File: src/rtl/gcr_pkg.sv
// Shared types, constants and the quarter-wave sine table for the grid column raycaster.
package gcr_pkg;

	localparam int QUARTER = 16384;
	// 2^32 minus round(cos(0.01)^2 * 2^32)
	localparam logic [18:0] COS2_GAP = 19'd429482;

	typedef enum logic [3:0] {
		ST_IDLE,
		ST_ANGLE_DIV,
		ST_SIN_X,
		ST_SIN_Y,
		ST_MARCH,
		ST_EDGE,
		ST_CEIL_DIV,
		ST_SHADE_DIV,
		ST_DONE
	} state_t;

	typedef enum logic [2:0] {
		REG_MAP0   = 3'd0,
		REG_MAP1   = 3'd1,
		REG_MAP2   = 3'd2,
		REG_MAP3   = 3'd3,
		REG_WIDTH  = 3'd4,
		REG_HEIGHT = 3'd5,
		REG_FOV    = 3'd6,
		REG_DEPTH  = 3'd7
	} reg_idx_t;

	typedef enum logic [1:0] {
		DIV_ANGLE,
		DIV_CEIL,
		DIV_SHADE
	} div_sel_t;

	// controller to datapath
	typedef struct packed {
		logic     load;
		logic     div_start;
		div_sel_t div_sel;
		logic     angle_take;
		logic     sin_x;
		logic     sin_y;
		logic     march_init;
		logic     march_step;
		logic     edge_step;
		logic     ceil_take;
		logic     shade_take;
	} ctrl_t;

	// datapath to controller
	typedef struct packed {
		logic div_done;
		logic march_stop;
		logic wall_hit;
		logic edge_done;
	} stat_t;

	function automatic logic [14:0] sine_tab(input logic [6:0] i);
		logic [14:0] r;
		case (i)
			7'd0: r = 15'd0;         7'd1: r = 15'd402;       7'd2: r = 15'd804;
			7'd3: r = 15'd1205;      7'd4: r = 15'd1606;      7'd5: r = 15'd2006;
			7'd6: r = 15'd2404;      7'd7: r = 15'd2801;      7'd8: r = 15'd3196;
			7'd9: r = 15'd3590;      7'd10: r = 15'd3981;     7'd11: r = 15'd4370;
			7'd12: r = 15'd4756;     7'd13: r = 15'd5139;     7'd14: r = 15'd5520;
			7'd15: r = 15'd5897;     7'd16: r = 15'd6270;     7'd17: r = 15'd6639;
			7'd18: r = 15'd7005;     7'd19: r = 15'd7366;     7'd20: r = 15'd7723;
			7'd21: r = 15'd8076;     7'd22: r = 15'd8423;     7'd23: r = 15'd8765;
			7'd24: r = 15'd9102;     7'd25: r = 15'd9434;     7'd26: r = 15'd9760;
			7'd27: r = 15'd10080;    7'd28: r = 15'd10394;    7'd29: r = 15'd10702;
			7'd30: r = 15'd11003;    7'd31: r = 15'd11297;    7'd32: r = 15'd11585;
			7'd33: r = 15'd11866;    7'd34: r = 15'd12140;    7'd35: r = 15'd12406;
			7'd36: r = 15'd12665;    7'd37: r = 15'd12916;    7'd38: r = 15'd13160;
			7'd39: r = 15'd13395;    7'd40: r = 15'd13623;    7'd41: r = 15'd13842;
			7'd42: r = 15'd14053;    7'd43: r = 15'd14256;    7'd44: r = 15'd14449;
			7'd45: r = 15'd14635;    7'd46: r = 15'd14811;    7'd47: r = 15'd14979;
			7'd48: r = 15'd15137;    7'd49: r = 15'd15286;    7'd50: r = 15'd15426;
			7'd51: r = 15'd15557;    7'd52: r = 15'd15679;    7'd53: r = 15'd15791;
			7'd54: r = 15'd15893;    7'd55: r = 15'd15986;    7'd56: r = 15'd16069;
			7'd57: r = 15'd16143;    7'd58: r = 15'd16207;    7'd59: r = 15'd16261;
			7'd60: r = 15'd16305;    7'd61: r = 15'd16340;    7'd62: r = 15'd16364;
			7'd63: r = 15'd16379;    7'd64: r = 15'd16384;
			default: r = 15'd16384;
		endcase
		return r;
	endfunction

endpackage

File: src/rtl/gcr_controller.sv
// Controller state machine sequencing angle, sine, march, edge and division phases.
module gcr_controller
	import gcr_pkg::*;
(
	input  logic  clk,
	input  logic  arst_n,
	input  logic  in_valid,
	output logic  in_stall,
	output logic  out_valid,
	input  logic  out_stall,
	input  stat_t stat,
	output ctrl_t ctrl
);
	state_t state_q, state_d;

	always_ff @(posedge clk or negedge arst_n) begin
		if (!arst_n) state_q <= ST_IDLE;
		else state_q <= state_d;
	end

	always_comb begin
		state_d = state_q;
		case (state_q)
			ST_IDLE:      if (in_valid) state_d = ST_ANGLE_DIV;
			ST_ANGLE_DIV: if (stat.div_done) state_d = ST_SIN_X;
			ST_SIN_X:     state_d = ST_SIN_Y;
			ST_SIN_Y:     state_d = ST_MARCH;
			ST_MARCH:     if (stat.march_stop)
				state_d = stat.wall_hit ? ST_EDGE : ST_CEIL_DIV;
			ST_EDGE:      if (stat.edge_done) state_d = ST_CEIL_DIV;
			ST_CEIL_DIV:  if (stat.div_done) state_d = ST_SHADE_DIV;
			ST_SHADE_DIV: if (stat.div_done) state_d = ST_DONE;
			ST_DONE:      if (!out_stall) state_d = ST_IDLE;
			default:      state_d = ST_IDLE;
		endcase
	end

	logic entered_q;
	always_ff @(posedge clk or negedge arst_n) begin
		if (!arst_n) entered_q <= 1'b0;
		else entered_q <= (state_d != state_q);
	end

	always_comb begin
		ctrl = '0;
		in_stall = (state_q != ST_IDLE);
		out_valid = (state_q == ST_DONE);
		case (state_q)
			ST_IDLE: ctrl.load = in_valid;
			ST_ANGLE_DIV: begin
				ctrl.div_sel = DIV_ANGLE;
				ctrl.div_start = entered_q;
				ctrl.angle_take = stat.div_done;
			end
			ST_SIN_X: ctrl.sin_x = 1'b1;
			ST_SIN_Y: begin
				ctrl.sin_y = 1'b1;
				ctrl.march_init = 1'b1;
			end
			ST_MARCH: ctrl.march_step = 1'b1;
			ST_EDGE: ctrl.edge_step = 1'b1;
			ST_CEIL_DIV: begin
				ctrl.div_sel = DIV_CEIL;
				ctrl.div_start = entered_q;
				ctrl.ceil_take = stat.div_done;
			end
			ST_SHADE_DIV: begin
				ctrl.div_sel = DIV_SHADE;
				ctrl.div_start = entered_q;
				ctrl.shade_take = stat.div_done;
			end
			default: ;
		endcase
	end
endmodule

File: config.mk
export PLATFORM = sky130hd
export DESIGN_NAME = gcr_controller
export DESIGN_NICKNAME = d
export VERILOG_FILES = /design/src/rtl/gcr_pkg.sv /design/src/rtl/gcr_controller.sv
export SDC_FILE = /design/constraint.sdc
export NUM_CORES = 1
export LEC_CHECK = 0
export ABC_AREA = 1
export BUFFER_PORTS_ARGS = -buffer_cell sky130_fd_sc_hd__clkbuf_2
export CAP_MARGIN = 20
export CELL_PAD_IN_SITES_DETAIL_PLACEMENT = 1
export CELL_PAD_IN_SITES_GLOBAL_PLACEMENT = 1
export CORE_UTILIZATION = 29
export CTS_CLUSTER_SIZE = 16
export DETAILED_ROUTE_END_ITERATION = 8
export PLACE_DENSITY = 0.72
export SLEW_MARGIN = 0
export SYNTH_ARGS = -nofsm -noshare
export SYNTH_HDL_FRONTEND = slang
export SYNTH_SLANG_ARGS = --single-unit
File: constraint.sdc
create_clock -name clk -period 1.4 [get_ports clk]
set_input_delay 0.21 -clock clk [delete_from_list [all_inputs] [get_ports clk]]
set_output_delay 0.21 -clock clk [all_outputs]
set_load 0.02 [all_outputs]
# Word level (Yosys, flattened, before mapping)
# Index checks and enable logic that the tools add are counted.
# totals
reg_bits,5
input_bits,8
out_inout_bits,14
word_cells,31
# op_classes
eq_ne,9
muxes,18
n_reduce_logical,2
# op_table
cell,n
4-bit one-hot mux with 9 select lines,1
4-bit two-way mux,7
4-bit by 3-bit equality test with 1-bit output (second input constant),4
3-bit one-hot mux with 3 select lines,1
4-bit by 2-bit equality test with 1-bit output (second input constant),2
1-bit two-way mux,7
4-bit by 1-bit equality test with 1-bit output (second input constant),1
4-bit equality test (second input constant),1
4-bit logical NOT,1
2-bit two-way mux,2
4-bit != test,1
4-bit nonzero test,1

# Depth between registers and ports, before layout
# logic_depth
depth_word,4
mapped_depth,10
depth_no_buf,10

# Worst setup path before layout
# OpenSTA, ideal clock, no wires.
# synth_timing
kind,reg-to-reg
startpoint,register state_q[2]
endpoint,register entered_q
setup_ps,121
arrival_ps,1375
t_required_ps,1279
slack_ps,-96
stages_incl_launch_ff,9
path_buffers,0
period_less_slack_ps,1496
cell_sequence,dfrtp_1 nor2_2 nand2_2 nor2_2 nor2_2 nand2_4 nand2_1 nand2_1 nand3_2
# synth_via
elab_chain_cells,3
word_cells_on_any_way,18
cone_classes,eq/ne: 9; mux: 8; reduce/logical: 1
# synth_lines
element,line_no,text
"start, declared",gcr_controller.sv:14,"state_t state_q, state_d;"
"start signal, assigned",gcr_controller.sv:18,else state_q <= state_d;
"4-bit equality test, or another cell as far along",gcr_controller.sv:23,case (state_q)
4-bit one-hot mux with 9 select lines *,gcr_controller.sv:23,
via state_d[0],gcr_controller.sv:14,
4-bit != test *,gcr_controller.sv:41,else entered_q <= (state_d != state_q);
"end signal, assigned",gcr_controller.sv:41,
"end, declared",gcr_controller.sv:38,logic entered_q;
# Mark *: on every way through the listed nets, which the timed path passes. The rest lies on a longest branch.

==> impl_metrics.py <==
metrics = {
    "timing": {
        "relSlewSlack_pct": 84.7,
        "fin_crit_ns": 1.55,
        "rsz0062_at_grt": "true",
        "fmax_mhz": 647,
        "hold_viol": 0,
        "skew_ns": 0.00281,
        "fin_ws_ns": -0.145,
        "slew_violations": 0,
        "worst_pin_slew_ns": 0.230,
        "setup_viol": 15,
        "fin_crit_sh_pct": 110,
    },
    "synthesis": {
        "syn-instance-count": 84,
        "synth_compound_area_share_pct": 4.16,
        "synth_top_family_by_area": "simple AND/OR/NAND/NOR gates",
        "async_flop_share_pct": 100,
        "yosys.area.top_type": "dfrtp_1",
        "synth_top_cells_by_area": "dfrtp_1 (24%), nand2_1 (14%), inv_1 (10%)",
        "synth_ff_type": "dfrtp_1",
        "synth-warning-count": 0,
        "yosys.area_share.simple_pct": 56.7,
        "synth-seq-cells": 5,
        "synth_seq_area_share_pct": 24.4,
        "synth_area_um2": 512,
        "netlist.area_leader.share_pct": 24.4,
        "synth-edff-count": 0,
        "synthAdderAreaFrac_pct": 0,
        "synth_common_cells": "nand2_1 (19), inv_1 (14), nand2_2 (8), nand3_1 (8), nor2_1 (8)",
        "synth_cell_types": 17,
        "synth-xor-area-share_pct": 0,
        "synth.most_common_cell": "nand2_1",
        "syn-num-nets": 92,
        "synthMuxAreaShare_pct": 0,
        "syn_avg_cell_area_um2": 6.09,
    },
    "layout": {
        "fin_area_um2": 867,
        "drive_above_1_share_pct": 56.8,
        "final_cells": 134,
        "fin_nets": 127,
        "antenna_cells": 0,
        "area_growth_pct": 69.4,
    },
    "global_route": {
        "grt_pass1_wl_mm": 2.93,
        "overflow": 0,
        "antenna_found_initial": 0,
        "grt_max_degree": 7,
        "grtUsageTotal_pct": 21.2,
        "grt_pass1_vias": 647,
    },
    "critical_path": {
        "path_max_fanout": 4,
        "endpoint_kind": "output pin",
        "worst_ep_arrival_time_ns": 1.34,
        "path_class": "register to output pin",
        "critPathLaunchType": "register",
        "cp.required_ns": 1.19,
    },
    "clock_network": {
        "cts_max_level": 1,
        "cts_tree": "yes",
        "cts_buffers": 3,
        "cts_buffer_depth": 2,
        "clock-sinks": 5,
        "cts_root_buf": "clkbuf_4",
        "clk_pin_slew_worst_paths_ns": 0.05,
        "clock_latency_ns": 0.24,
    },
    "run": {
        "drv_cap": 0,
    },
    "die": {
        "start_util_pct": 32.5,
        "io-pin-count": 22,
        "die_y_um": 44.0,
        "die_w_um": 44.0,
        "rows": 14,
        "die-area_um2": 1940,
        "core_region_area_um2": 1580,
    },
    "outcome": {
        "failed_checks": "DRC, setup timing",
        "outcome": "finished with violations",
    },
    "route": {
        "routed_wl_mm": 1.95,
        "ant_nets": 0,
        "avgRoutedWirePerCell_um": 14.6,
        "drc": 4,
        "vias": 644,
        "drt-initial-drc-count": 13,
        "via_per_inst": 4.81,
        "drtPass1Iterations": 6,
    },
    "placed_design": {
        "place_inst": 121,
        "place_ws_ns": -0.0316,
        "port_buffers": 21,
        "dpl_cell_area_um2": 649,
        "hpwl_mm": 1.32,
        "gp_congestion": 0.767,
    },
    "pwr": {
        "powerDensity_nw_per_um2": 2450,
        "p_leak_nw": 0.495,
        "vdd_ir_drop_max_mv": 1.26,
    },
    "hold_path": {
        "hold_class": "input port to asynchronous set/reset pin",
    },
}
per-layer routing:
metal	wire [um]	track usage [%]	vias up
met2	1030	35.9	18
met1	792	25.1	295
met4	68	13.9	0
met3	59	2.08	6
li1	-	-	325
met5	0	0	-
placed cells by master, fill, tap and decap left out, types with 2 or more instances in the layout:
| cell | n |
|---|---|
| buf_4 | 9 |
| buf_6 | 4 |
| buf_8 | 2 |
| clkbuf_2 | 9 |
| clkbuf_4 | 5 |
| clkbuf_8 | 4 |
| dfrtp_2 | 4 |
| inv_1 | 12 |
| inv_2 | 5 |
| nand2_1 | 18 |
| nand2_2 | 9 |
| nand3_1 | 8 |
| nand4_1 | 2 |
| nor2_1 | 5 |
| nor2_2 | 5 |
| nor2_4 | 6 |
| o21ai_0 | 2 |
cell families (layout without fill, tap and decap cells):
group,count (synthesis),count (layout)
AO/OA/AOI/OAI,4,4
AND/OR/NAND/NOR,56,56
buffers and inverters,19,53
flip-flops,5,5
worst max-delay path: stages (launching register included):
cell,delay [ns]
dfrtp_2,0.46
nor2_4,0.18
nand2_2,0.10
a31oi_2,0.19
buf_4,0.16
through the flow:
step,util (%),total power [mW],hold WS [ns],TNS (ns)
6_report,55.0,2.13,0.315,-1.25
5_1_grt,55.0,2.29,0.324,-2.18
4_1_cts,52.1,1.96,0.275,-0.910
3_5_place_dp,41.2,1.52,0.0394,-0.0316
3_3_place_gp,41.2,1.51,0.0362,-0.0639
2_1_floorplan,-,1.20,-0.0856,0
path summary, 6_finish.rpt:
path | start | end | slack [ns] | depth (start not counted)
worst max-delay path | state_q[3]$_DFF_PN0_ | ctrl[10] | -0.15 | 4
worst min-delay path | arst_n | entered_q$_DFF_PN0_ | 0.32 | 2
worst max register to register | state_q[3]$_DFF_PN0_ | entered_q$_DFF_PN0_ | -0.08 | 11
worst min register to register | state_q[0]$_DFF_PN0_ | entered_q$_DFF_PN0_ | 0.70 | 3
max in group asynchronous | arst_n | state_q[1]$_DFF_PN0_ | 0.93 | 2
min in group clk | out_stall | state_q[3]$_DFF_PN0_ | 0.34 | 3
registers in the layout (all words and copies together), names as in the netlist:
signal,flops
state_q,4
entered_q,1
layout make-up:
cell class | count | area [um^2]
Inverter | 18 | 70.1
Multi-Input combinational cell | 60 | 353
Sequential cell | 5 | 130
Tap cell | 16 | 20.0
Timing Repair Buffer | 31 | 268
Clock buffer | 4 | 26.3
Fill cell | 211 | 709
what timing repair did:
item,in CTS,in global routing
resized for setup,28,12
endpoints found under the setup margin,15,15
hold endpoints to repair,5,0
setup buffers,5,3
pin swaps,6,3
gates cloned,0,0
hold buffers,1,0
power by group:
group	internal (mW)	switching, mW	leakage (nW)	total (mW)
registers	0.216	0.116	0.0553	0.332
clock network	0.108	0.0627	0.0150	0.171
logic	0.682	0.943	0.424	1.63
No activity file was read; power rests on OpenSTA's default activity.
